**config.mk**
```make
export PLATFORM = sky130hd
export DESIGN_NAME = best_fit_block_allocator
export DESIGN_NICKNAME = d
export VERILOG_FILES = /design/src/rtl/core/bfba_pkg.sv /design/src/rtl/core/best_fit_block_allocator.sv /design/src/rtl/core/bfba_cell.sv
export SDC_FILE = /design/constraint.sdc
export NUM_CORES = 2
export LEC_CHECK = 0
export BUFFER_PORTS_ARGS = -buffer_cell sky130_fd_sc_hd__buf_2
export CORE_MARGIN = 5
export CORE_UTILIZATION = 42
export CTS_BUF_LIST = sky130_fd_sc_hd__clkbuf_2
export DETAILED_ROUTE_END_ITERATION = 8
export PLACE_DENSITY = 0.57
export RECOVER_POWER = 50
export SLEW_MARGIN = 20
export SYNTH_ARGS = -nofsm -noshare
export SYNTH_HDL_FRONTEND = slang
export SYNTH_SLANG_ARGS = --single-unit
```
**constraint.sdc**
```tcl
create_clock -name clock -period 4.5 [get_ports clock]
set_input_delay 0.45 -clock clock [delete_from_list [all_inputs] [get_ports clock]]
set_output_delay 0.45 -clock clock [all_outputs]
set_load 0.02 [all_outputs]
```
**src/rtl/core/bfba_pkg.sv**
```systemverilog
// bfba_pkg: shared types and constants of the best-fit block allocator
// no dependencies; used by bfba_cell and best_fit_block_allocator

package bfba_pkg;

   localparam int INDEX_W = 4;
   localparam int LIMIT_W = 5;

   localparam logic [LIMIT_W-1:0] IN_USE_RESET = 5'd16;

   localparam logic FUNC_LOAD    = 1'b0;
   localparam logic FUNC_REQUEST = 1'b1;

   typedef enum logic [1:0] {
      ST_IDLE,
      ST_SEARCH,
      ST_HOLD
   } state_type;

   // control part of the search word handed from cell to cell
   typedef struct packed {
      logic valid;
      logic have;
   } sweep_ctl_type;

endpackage

```
**src/rtl/core/best_fit_block_allocator.sv**
```systemverilog
// best_fit_block_allocator: top level, a chain of NUM_BLOCKS cells searched by a moving word
// depends on bfba_pkg and bfba_cell
// a request word walks the launch register, each cell stage and then the output register
// a new request is stalled until the result of the last one is loaded into the output register
// load words are taken only while idle and give no result
// reset: all blocks free, limit_ff = 16 (IN_USE_RESET), block sizes undefined until loaded

module best_fit_block_allocator #(
   parameter int NUM_BLOCKS = 16,
   parameter int SIZE_BITS  = 16
) (
   input  logic                                 clock,
   input  logic                                 reset,
   input  logic                                 req_valid,
   output logic                                 req_stall,
   input  logic                                 req_func,
   input  logic [bfba_pkg::INDEX_W-1:0]         req_block_index,
   input  logic [SIZE_BITS-1:0]                 req_size,
   output logic                                 rsp_valid,
   input  logic                                 rsp_stall,
   output logic                                 rsp_found,
   output logic [bfba_pkg::INDEX_W-1:0]         rsp_chosen_index,
   output logic [SIZE_BITS-1:0]                 rsp_chosen_size,
   output logic [SIZE_BITS-1:0]                 rsp_leftover,
   input  logic                                 csr_write_enable,
   input  logic [bfba_pkg::LIMIT_W-1:0]         csr_write_data
);

   localparam int IDX_BITS = $clog2(NUM_BLOCKS);

   bfba_pkg::state_type            state_ff;
   bfba_pkg::state_type            state_in;
   logic [bfba_pkg::LIMIT_W-1:0]   limit_ff;

   logic                           req_accept;
   logic                           load_en;
   logic                           launch_valid_ff;
   logic [SIZE_BITS-1:0]           launch_size_ff;

   bfba_pkg::sweep_ctl_type        link_ctl   [NUM_BLOCKS+1];
   logic [SIZE_BITS-1:0]           link_req   [NUM_BLOCKS+1];
   logic [SIZE_BITS-1:0]           link_size  [NUM_BLOCKS+1];
   logic [SIZE_BITS-1:0]           link_left  [NUM_BLOCKS+1];
   logic [IDX_BITS-1:0]            link_idx   [NUM_BLOCKS+1];
   logic [NUM_BLOCKS-1:0]          stage_valid;

   logic                           hold_have_ff;
   logic [SIZE_BITS-1:0]           hold_size_ff;
   logic [SIZE_BITS-1:0]           hold_left_ff;
   logic [IDX_BITS-1:0]            hold_idx_ff;

   logic                           out_free;
   logic                           out_load;
   logic                           hold_load;
   logic                           sel_have;
   logic [SIZE_BITS-1:0]           sel_size;
   logic [SIZE_BITS-1:0]           sel_left;
   logic [IDX_BITS-1:0]            sel_idx;
   logic                           grant_en;

   logic                           rsp_valid_ff;
   logic                           rsp_valid_in;
   logic                           rsp_found_ff;
   logic [bfba_pkg::INDEX_W-1:0]   rsp_index_ff;
   logic [SIZE_BITS-1:0]           rsp_size_ff;
   logic [SIZE_BITS-1:0]           rsp_left_ff;

   assign req_stall  = (state_ff != bfba_pkg::ST_IDLE);
   assign req_accept = req_valid && !req_stall;
   assign load_en    = req_accept && (req_func == bfba_pkg::FUNC_LOAD);

   // config register
   always_ff @(posedge clock) begin
      if (reset) begin
         limit_ff <= bfba_pkg::IN_USE_RESET;
      end else if (csr_write_enable) begin
         limit_ff <= csr_write_data;
      end
   end

   // launch stage feeding cell 0
   always_ff @(posedge clock) begin
      if (reset) begin
         launch_valid_ff <= 1'b0;
      end else begin
         launch_valid_ff <= req_accept && (req_func == bfba_pkg::FUNC_REQUEST);
      end
   end

   always_ff @(posedge clock) begin
      if (req_accept) begin
         launch_size_ff <= req_size;
      end
   end

   assign link_ctl[0].valid = launch_valid_ff;
   assign link_ctl[0].have  = 1'b0;
   assign link_req[0]       = launch_size_ff;
   assign link_size[0]      = '0;
   assign link_left[0]      = '0;
   assign link_idx[0]       = '0;

   for (genvar g = 0; g < NUM_BLOCKS; g++) begin : g_cell
      bfba_cell #(
         .SIZE_BITS (SIZE_BITS),
         .IDX_BITS  (IDX_BITS),
         .CELL_IDX  (g)
      ) u_cell (
         .clock         (clock),
         .reset         (reset),
         .load_en       (load_en),
         .load_index    (req_block_index),
         .load_size     (req_size),
         .grant_en      (grant_en),
         .grant_index   (sel_idx),
         .limit         (limit_ff),
         .in_ctl        (link_ctl[g]),
         .in_req_size   (link_req[g]),
         .in_best_size  (link_size[g]),
         .in_best_left  (link_left[g]),
         .in_best_idx   (link_idx[g]),
         .out_ctl       (link_ctl[g+1]),
         .out_req_size  (link_req[g+1]),
         .out_best_size (link_size[g+1]),
         .out_best_left (link_left[g+1]),
         .out_best_idx  (link_idx[g+1])
      );
      assign stage_valid[g] = link_ctl[g+1].valid;
   end

   assign out_free = !rsp_valid_ff || !rsp_stall;

   always_ff @(posedge clock) begin
      if (reset) begin
         state_ff <= bfba_pkg::ST_IDLE;
      end else begin
         state_ff <= state_in;
      end
   end

   always_comb begin
      state_in  = state_ff;
      out_load  = 1'b0;
      hold_load = 1'b0;
      sel_have  = link_ctl[NUM_BLOCKS].have;
      sel_size  = link_size[NUM_BLOCKS];
      sel_left  = link_left[NUM_BLOCKS];
      sel_idx   = link_idx[NUM_BLOCKS];
      unique case (state_ff)
         bfba_pkg::ST_IDLE: begin
            if (req_accept && (req_func == bfba_pkg::FUNC_REQUEST)) begin
               state_in = bfba_pkg::ST_SEARCH;
            end
         end
         bfba_pkg::ST_SEARCH: begin
            if (link_ctl[NUM_BLOCKS].valid) begin
               if (out_free) begin
                  out_load = 1'b1;
                  state_in = bfba_pkg::ST_IDLE;
               end else begin
                  hold_load = 1'b1;
                  state_in  = bfba_pkg::ST_HOLD;
               end
            end
         end
         bfba_pkg::ST_HOLD: begin
            sel_have = hold_have_ff;
            sel_size = hold_size_ff;
            sel_left = hold_left_ff;
            sel_idx  = hold_idx_ff;
            if (out_free) begin
               out_load = 1'b1;
               state_in = bfba_pkg::ST_IDLE;
            end
         end
         default: begin
            state_in = bfba_pkg::ST_IDLE;
         end
      endcase
   end

   assign grant_en = out_load && sel_have;

   always_ff @(posedge clock) begin
      if (hold_load) begin
         hold_have_ff <= link_ctl[NUM_BLOCKS].have;
         hold_size_ff <= link_size[NUM_BLOCKS];
         hold_left_ff <= link_left[NUM_BLOCKS];
         hold_idx_ff  <= link_idx[NUM_BLOCKS];
      end
   end

   // output register
   always_comb begin
      rsp_valid_in = rsp_valid_ff && rsp_stall;
      if (out_load) begin
         rsp_valid_in = 1'b1;
      end
   end

   always_ff @(posedge clock) begin
      if (reset) begin
         rsp_valid_ff <= 1'b0;
      end else begin
         rsp_valid_ff <= rsp_valid_in;
      end
   end

   always_ff @(posedge clock) begin
      if (out_load) begin
         rsp_found_ff <= sel_have;
         rsp_index_ff <= bfba_pkg::INDEX_W'(sel_idx);
         rsp_size_ff  <= sel_size;
         rsp_left_ff  <= sel_left;
      end
   end

   assign rsp_valid        = rsp_valid_ff;
   assign rsp_found        = rsp_found_ff;
   assign rsp_chosen_index = rsp_index_ff;
   assign rsp_chosen_size  = rsp_size_ff;
   assign rsp_leftover     = rsp_left_ff;

   // only one search word in the chain
   a_one_word : assert property (@(posedge clock) disable iff (reset)
      $onehot0(stage_valid))
      else $error("more than one search word in the cell chain");

   a_end_in_search : assert property (@(posedge clock) disable iff (reset)
      link_ctl[NUM_BLOCKS].valid |-> state_ff == bfba_pkg::ST_SEARCH)
      else $error("search word left the chain outside the search state");

   a_request_starts : assert property (@(posedge clock) disable iff (reset)
      (req_accept && (req_func == bfba_pkg::FUNC_REQUEST)) |=> launch_valid_ff)
      else $error("accepted request did not enter the chain");

   a_result_source : assert property (@(posedge clock) disable iff (reset)
      $rose(rsp_valid_ff) |-> $past(state_ff) != bfba_pkg::ST_IDLE)
      else $error("result word appeared without a search");

   a_not_found_zero : assert property (@(posedge clock) disable iff (reset)
      (rsp_valid_ff && !rsp_found_ff) |->
         (rsp_index_ff == '0) && (rsp_size_ff == '0) && (rsp_left_ff == '0))
      else $error("not-found result carries nonzero fields");

endmodule

```
**src/rtl/core/bfba_cell.sv**
```systemverilog
// bfba_cell: one table entry (size and used mark) plus one stage of the search chain
// depends on bfba_pkg

module bfba_cell #(
   parameter int SIZE_BITS = 16,
   parameter int IDX_BITS  = 4,
   parameter int CELL_IDX  = 0
) (
   input  logic                           clock,
   input  logic                           reset,
   input  logic                           load_en,
   input  logic [bfba_pkg::INDEX_W-1:0]   load_index,
   input  logic [SIZE_BITS-1:0]           load_size,
   input  logic                           grant_en,
   input  logic [IDX_BITS-1:0]            grant_index,
   input  logic [bfba_pkg::LIMIT_W-1:0]   limit,
   input  bfba_pkg::sweep_ctl_type        in_ctl,
   input  logic [SIZE_BITS-1:0]           in_req_size,
   input  logic [SIZE_BITS-1:0]           in_best_size,
   input  logic [SIZE_BITS-1:0]           in_best_left,
   input  logic [IDX_BITS-1:0]            in_best_idx,
   output bfba_pkg::sweep_ctl_type        out_ctl,
   output logic [SIZE_BITS-1:0]           out_req_size,
   output logic [SIZE_BITS-1:0]           out_best_size,
   output logic [SIZE_BITS-1:0]           out_best_left,
   output logic [IDX_BITS-1:0]            out_best_idx
);

   logic [SIZE_BITS-1:0]    size_ff;
   logic                    used_ff;
   logic                    used_in;
   logic                    load_hit;
   logic                    grant_hit;
   logic                    in_range;
   logic                    fits;
   logic                    better;
   logic [SIZE_BITS-1:0]    left;

   bfba_pkg::sweep_ctl_type ctl_ff;
   bfba_pkg::sweep_ctl_type ctl_in;
   logic [SIZE_BITS-1:0]    req_size_ff;
   logic [SIZE_BITS-1:0]    best_size_ff;
   logic [SIZE_BITS-1:0]    best_size_in;
   logic [SIZE_BITS-1:0]    best_left_ff;
   logic [SIZE_BITS-1:0]    best_left_in;
   logic [IDX_BITS-1:0]     best_idx_ff;
   logic [IDX_BITS-1:0]     best_idx_in;

   assign load_hit  = load_en && (int'(load_index) == CELL_IDX);
   assign grant_hit = grant_en && (int'(grant_index) == CELL_IDX);
   assign in_range  = CELL_IDX < int'(limit);
   assign left      = size_ff - in_req_size;
   assign fits      = in_ctl.valid && !used_ff && in_range && (size_ff >= in_req_size);
   assign better    = fits && (!in_ctl.have || (left < in_best_left));

   always_comb begin
      used_in = used_ff;
      if (load_hit) begin
         used_in = 1'b0;
      end else if (grant_hit) begin
         used_in = 1'b1;
      end
      ctl_in.valid = in_ctl.valid;
      ctl_in.have  = in_ctl.have || fits;
      best_size_in = in_best_size;
      best_left_in = in_best_left;
      best_idx_in  = in_best_idx;
      if (better) begin
         best_size_in = size_ff;
         best_left_in = left;
         best_idx_in  = IDX_BITS'(CELL_IDX);
      end
   end

   always_ff @(posedge clock) begin
      if (reset) begin
         used_ff <= 1'b0;
         ctl_ff  <= '0;
      end else begin
         used_ff <= used_in;
         ctl_ff  <= ctl_in;
      end
   end

   always_ff @(posedge clock) begin
      if (load_hit) begin
         size_ff <= load_size;
      end
      req_size_ff  <= in_req_size;
      best_size_ff <= best_size_in;
      best_left_ff <= best_left_in;
      best_idx_ff  <= best_idx_in;
   end

   assign out_ctl       = ctl_ff;
   assign out_req_size  = req_size_ff;
   assign out_best_size = best_size_ff;
   assign out_best_left = best_left_ff;
   assign out_best_idx  = best_idx_ff;

endmodule
```
[Word-level counts from Yosys, hierarchy flattened]
Cells that the tools add are included.
Storage, ports and cells
  register bits: 1204
  input bits: 31
  output and inout bits: 39
  logic and storage cells: 471
Operators by class
  $add $sub $neg: 16
  order comparisons: 47
  equality and inequality tests: 35
  mux-type cells: 47
  bitwise gates (word level): 1
  reductions and logical operators: 186
Operators by type and width (number)
  16-bit two-way mux: 32
  16-bit >= comparator: 16
  16-bit subtractor: 16
  16-bit less-than comparator: 15
  1-bit logical AND: 100
  4-bit equality test, second input constant: 16
  4-bit by 5-bit less-than comparator with 1-bit output, first input constant: 8
  1-bit zero test: 34
  4-bit by 3-bit equality test with 1-bit output, second input constant: 8
  2-bit OR reduction: 16
  1-bit logical OR: 31
  3-bit by 5-bit less-than comparator with 1-bit output, first input constant: 4
  4-bit by 2-bit equality test with 1-bit output, second input constant: 4
  1-bit by 5-bit less-than comparator with 1-bit output, first input constant: 2
  2-bit by 5-bit less-than comparator with 1-bit output, first input constant: 2
  4-bit by 1-bit equality test with 1-bit output, second input constant: 2
  4-bit zero test: 2
  1-bit two-way mux: 8
  2-bit two-way mux: 4
  2-bit case mux with 3 select lines: 1
  4-bit two-way mux: 1
  2-bit != test, second input constant: 2
  3-bit AND reduction: 1
  2-bit by 1-bit equality test with 1-bit output, second input constant: 1
  other kinds (6): 6

[Longest topological paths before layout]
  word-level depth: 7
  depth in mapped cells: 19
  mapped depth without buffers: 18

[By module]
From an unflattened synthesis, not the netlist that was laid out.
Unflattened totals
  cell total of the unflattened synthesis: 5085
  area, all modules: 58478.6 µm²
By module, submodules not included
  best_fit_block_allocator: times used 1, cells each 181, area an instance 3779.9 µm², seq. area each 2882.8 µm²
  bfba_cell at g_cell[13].u_cell: times used 1, cells each 304, area an instance 3458.3 µm², seq. area each 1581.5 µm²
  bfba_cell at g_cell[12].u_cell: times used 1, cells each 307, area an instance 3453.3 µm², seq. area each 1581.5 µm²
  bfba_cell at g_cell[10].u_cell: times used 1, cells each 306, area an instance 3450.8 µm², seq. area each 1581.5 µm²
  bfba_cell at g_cell[8].u_cell: times used 1, cells each 306, area an instance 3449.6 µm², seq. area each 1581.5 µm²
  bfba_cell at g_cell[1].u_cell: times used 1, cells each 308, area an instance 3447.1 µm², seq. area each 1581.5 µm²
  bfba_cell at g_cell[15].u_cell: times used 1, cells each 311, area an instance 3444.6 µm², seq. area each 1581.5 µm²
  bfba_cell at g_cell[4].u_cell: times used 1, cells each 305, area an instance 3442.1 µm², seq. area each 1581.5 µm²
  bfba_cell at g_cell[14].u_cell: times used 1, cells each 306, area an instance 3440.8 µm², seq. area each 1581.5 µm²
  bfba_cell at g_cell[9].u_cell: times used 1, cells each 310, area an instance 3433.3 µm², seq. area each 1581.5 µm²
  bfba_cell at g_cell[2].u_cell: times used 1, cells each 304, area an instance 3428.3 µm², seq. area each 1581.5 µm²
  bfba_cell at g_cell[11].u_cell: times used 1, cells each 308, area an instance 3410.8 µm², seq. area each 1581.5 µm²
  bfba_cell at g_cell[3].u_cell: times used 1, cells each 308, area an instance 3408.3 µm², seq. area each 1581.5 µm²
  bfba_cell at g_cell[7].u_cell: times used 1, cells each 303, area an instance 3408.3 µm², seq. area each 1581.5 µm²
  +3 rows

[Least setup slack after synthesis]
OpenSTA, ideal clock, no wires.
  path kind: register -> register
  start point: register g_cell[13].u_cell.req_size_ff[1]
  end point: register g_cell[14].u_cell.best_left_ff[10]
  library setup time: 0.121 ns
  arrival time: 4.028 ns
  data required time: 4.379 ns
  slack: 0.352 ns
  stages on the path, launching flop included: 20
  path buffers: 1
  period minus slack after synthesis: 4.148 ns
  cells stage by stage: dfxtp_1 -> inv_1 -> ha_1 -> nor2b_1 -> o21ai_0 -> a21boi_0 -> o41ai_2 -> o211ai_1 -> a21oi_1 -> xnor2_1 -> ha_1 -> a21o_1 -> a21oi_1 -> nor2b_1 -> o21ai_0 -> nand2_1 -> a41o_1 -> a21oi_2 -> buf_2 -> mux2_2
On the way
  word-level cells in the longest chain between the ends: 5
  elaborated cells on any way between the ends: 7
  those cells by class: add/sub (1); order compare (2); mux (1); reduce/logical (3)
RTL lines
  from (decl): line bfba_cell.sv:41  | logic [SIZE_BITS-1:0] req_size_ff;
  from (signal assigned): line bfba_cell.sv:89  | req_size_ff <= in_req_size;
  16-bit subtractor: line bfba_cell.sv:52  | assign left = size_ff - in_req_size;
  16-bit less-than comparator: line bfba_cell.sv:54  | assign better = fits && (!in_ctl.have || (left < in_best_left));
  1-bit logical OR: line bfba_cell.sv:54
  1-bit logical AND: line bfba_cell.sv:54
  16-bit two-way mux (*): line bfba_cell.sv:68  | if (better) begin
  via g_cell[14].u_cell.best_left_in[10]: line bfba_cell.sv:45  | logic [SIZE_BITS-1:0] best_left_in;
  to (signal assigned): line bfba_cell.sv:91  | best_left_ff <= best_left_in;
  to (decl): line bfba_cell.sv:44  | logic [SIZE_BITS-1:0] best_left_ff;
Mark *: on every way through the listed nets, which the timed path passes. The rest lies on a longest branch.
A chain may end at the register's enable or synchronous reset.

[Final worst setup path]
  start point: input reset
  end point: register state_ff[1]
RTL lines
  from (decl): line best_fit_block_allocator.sv:13  | input logic reset,
  to (signal assigned): line best_fit_block_allocator.sv:135  | state_ff <= bfba_pkg::ST_IDLE;
  to (signal assigned): line best_fit_block_allocator.sv:137  | state_ff <= state_in;
  to (decl): line best_fit_block_allocator.sv:31  | bfba_pkg::state_type state_ff;
No word-level cell between the ends.

==> summary.txt <==
Die Ht = 370 µm
Critical path class = input pin to flip-flop
Final Util = 47.4%
Setup violators final = 0
Fin crit share = 96.9%
Top Layer Used = met5
WL/cell = 19.8 µm
Chip width = 370 µm
CTS Buffer Depth = 4
Mapped Area = 54,400 µm²
Initial antenna violation count = 23
Final WS setup = 141 ps
LEAKAGE = 26.8 nW
Crit path max fanout = 45
Largest stage delay, worst path = 2160 ps
Max cap viols = 16
CP delay by family, top = buffers and inverters
Rows = 132
Req. time, crit path = 5960 ps
Syn_nets = 5,396
Crit path DAT = 5820 ps
DR pass1 iterations = 5
Peak supply drop = 0.000270 V
Comb power frac = 12.0%
Largest net degree at the start of global routing = 46
Sequential share of power = 53.4%
Total core area = 129,000 µm²
Setup crit start kind = input pin
Sw Ratio = 28.3%
Placed Cells = 6,653
Final WL = 145,000 µm
PD cells = 357 nW/µm²
Pre-CTS WS = 49.7 ps
Sinks on Clock Net = 1,204
Mean Syn Cell Area = 11.2 µm²
Synth unique cells = 82
Overall Global Routing Usage = 20.8%
Met3 WL = 7870 µm
Fmax = 0.229 GHz
Vias in the first global route = 36.6k
Yosys warns = 0
Clock skew = 122 ps
Vias per cell = 5.03
Flops & latches, synth = 1,204
Share of cells above drive strength 1 = 20.8%
Crit path buf inv count = 5
Final ANT Viol Nets = 0
Worst hold path class = input pin to flip-flop
First-pass GRT wire length = 216,000 µm
Normalized max-slew margin = -95.6%
Remaining Overflow, GRT = 0
P_sw = 6.18 mW
Final-layout fill cell count = 12.2k
Post-route DRC violation count = 0
Most frequent cells in the layout = dfxtp_1 (855), inv_1 (612), ha_1 (483)
Status = finished with violations
Clock power frac = 34.5%
Failing checks = capacitance limit, slew limit
CTS tree = built
Routed vias = 36.9k
Metal2 WL = 71,300 µm
Synth top area share = 31.6%
Most common cell on crit path = dlygate4sd3_1
# IOs = 70
Synth-to-Final Area Change = 12.5%
M1 WL = 62,400 µm
Slowest-stage cell, CP = clkbuf_1
Fin cells = 7,340
Post-synth top area cell = dfxtp_1
Worst-Skew Late Latency = 1590 ps
Async set or reset register ratio after synthesis = 0%
Fin nets = 5,869
Final hold violations = 0
DIE AREA = 137,000 µm²
Post-synthesis cell count = 4,865
H-Tree Depth = 5
CP cell instances = dlygate4sd3_1, dlygate4sd3_1, clkbuf_1, clkbuf_1, nor2_1, dlygate4sd3_1
FF-to-FF setup slack = 180 ps
CP endpoint kind = flip-flop
Internal power = 15.7 mW
Final Max Tran Viols = 282
RD Place Congestion = 0.877
Total CTS buffers = 325
Number of buffers added on ports = 69
Number of synthesized flops with an enable pin = 346
Root Buffer = clkbuf_2
Iter 0 DRT Violations = 2,423
Most common cell after layout, fill and taps aside = dfxtp_1
Hpwl dp = 103,000 µm
Final min period = 4360 ps
Clk slew on worst S/H paths = 120 ps
Post-synth top flop = dfxtp_1
Sequential cell area fraction in the yosys report = 50.7%
Slew @ Worst Pin = 2930 ps
Initial Util = 42.1%
Synth area leaders = dfxtp_1 (32%), edfxtp_1 (19%), ha_1 (11%), mux2_2 (9.3%), inv_1 (4.2%)
registers in the layout (all words and copies together), names as in the netlist, 4 cells and up:
name                         flops
rsp_leftover                    16
g_cell.u_cell.used_ff           16
g_cell.u_cell.size_ff          256
g_cell.u_cell.out_best_size    256
rsp_chosen_size                 16
g_cell.u_cell.out_ctl           32
g_cell.u_cell.out_best_left    256
g_cell.u_cell.out_best_idx      49
g_cell.u_cell.out_req_size     240
hold_size_ff                    16
limit_ff                         5
launch_size_ff                  16
hold_left_ff                    16
hold_idx_ff                      4
rsp_chosen_index                 4
Yosys cell counts, types with 10 or more instances:
cell and instances:
dfxtp_1 858, inv_1 612, ha_1 484, mux2_2 450, edfxtp_1 346, a21oi_1 265
nor2_1 228, o21ai_0 164, nand2_1 154, a21o_1 145, xnor2_1 133, nor2b_1 83
nor3_1 80, nand4_1 69, nand2b_1 60, clkbuf_1 53, nand3_1 45, o21a_1 45
xor2_1 45, mux2i_1 40, and2_1 36, buf_2 34, a21boi_0 33, a31oi_1 31
a211oi_1 24, mux2_4 24, and3_1 21, o21bai_1 20, or2_2 19, o211ai_1 18
fa_1 16, a2111oi_0 15, o31ai_1 14, nand3b_1 11, a311oi_1 10, nor3b_1 10
nor4_1 10, o311ai_0 10, or3_1 10
cell families (layout without fill, tap and decap cells):
group	after synthesis	count (layout)	share of synthesized area, %
AOI/OAI and AO/OA	891	891	10.7
xor gates and xnor gates	178	178	2.87
adders and majority gates	500	500	11.7
buffers and inverters	714	1432	5.14
DFF	1204	1204	50.7
muxes	521	521	10.9
other	0	15	0
and+or+nand+nor	857	857	7.95
area by class of cell:
type / instances / area [µm²] / area share, %
diodes: 15 / 37.5 / 0.0614
inverters: 613 / 2300 / 3.76
repair buffers: 247 / 1990 / 3.25
flip-flops and latches: 1204 / 27600 / 45.1
clock buffers: 468 / 2340 / 3.83
multi-input cells: 2947 / 24200 / 39.5
clock inverters: 104 / 546 / 0.892
well taps: 1742 / 2180 / 3.57
worst paths after layout:
kind | start | end | cells past startpoint
hold / removal | req_block_index[1] | g_cell[2].u_cell.size_ff[14] | 4
setup / recovery | reset | state_ff[1] | 6
setup reg to reg | g_cell[9].u_cell.size_ff[0] | g_cell[9].u_cell.out_best_size[1] | 16
hold reg to reg | g_cell[7].u_cell.out_req_size[15] | g_cell[8].u_cell.out_req_size[15] | 0
power groups by stage:
stage	sequential, mW	combinational [mW]	clock, mW
after floorplan	11.8	1.85	0
after global placement	11.9	2.46	0
after detailed placement	11.9	2.50	0
after CTS	11.7	2.63	7.87
after global routing	11.7	2.96	8.48
final	11.7	2.63	7.54
tightest hold or removal path: cells and delay by family:
kind | cells | cell delay (ps)
buffers and inverters | 2 | 760
and+or+nand+nor | 2 | 430
routing by layer:
layer | vias up | global-route usage (%)
li1 | 18200 | -
met1 | 17500 | 26.1
met2 | 965 | 36.4
met3 | 231 | 3.98
met4 | 2 | 6.13
met5 | - | 0
per-stage QoR:
step	area, µm²	hold slack [ps]	setup TNS, ps	power [mW]
floorplan	54400	331	0	13.6
detailed placement	57300	337	0	14.4
finish	61100	257	0	21.8
global placement	57200	336	-2050	14.4
CTS	61200	42.5	0	22.2
global route	61100	92.4	-10.1	23.1
repair_timing:
action                                 4_1_cts  5_1_grt
buffers inserted                             0        6
pin swaps                                    0        7
hold buffers                                90        0
resized for setup                            1       40
gates cloned                                 0        3
endpoints found under the hold margin      675        0
setup endpoints to repair                    9      313
No activity file was read; power rests on OpenSTA's default activity.
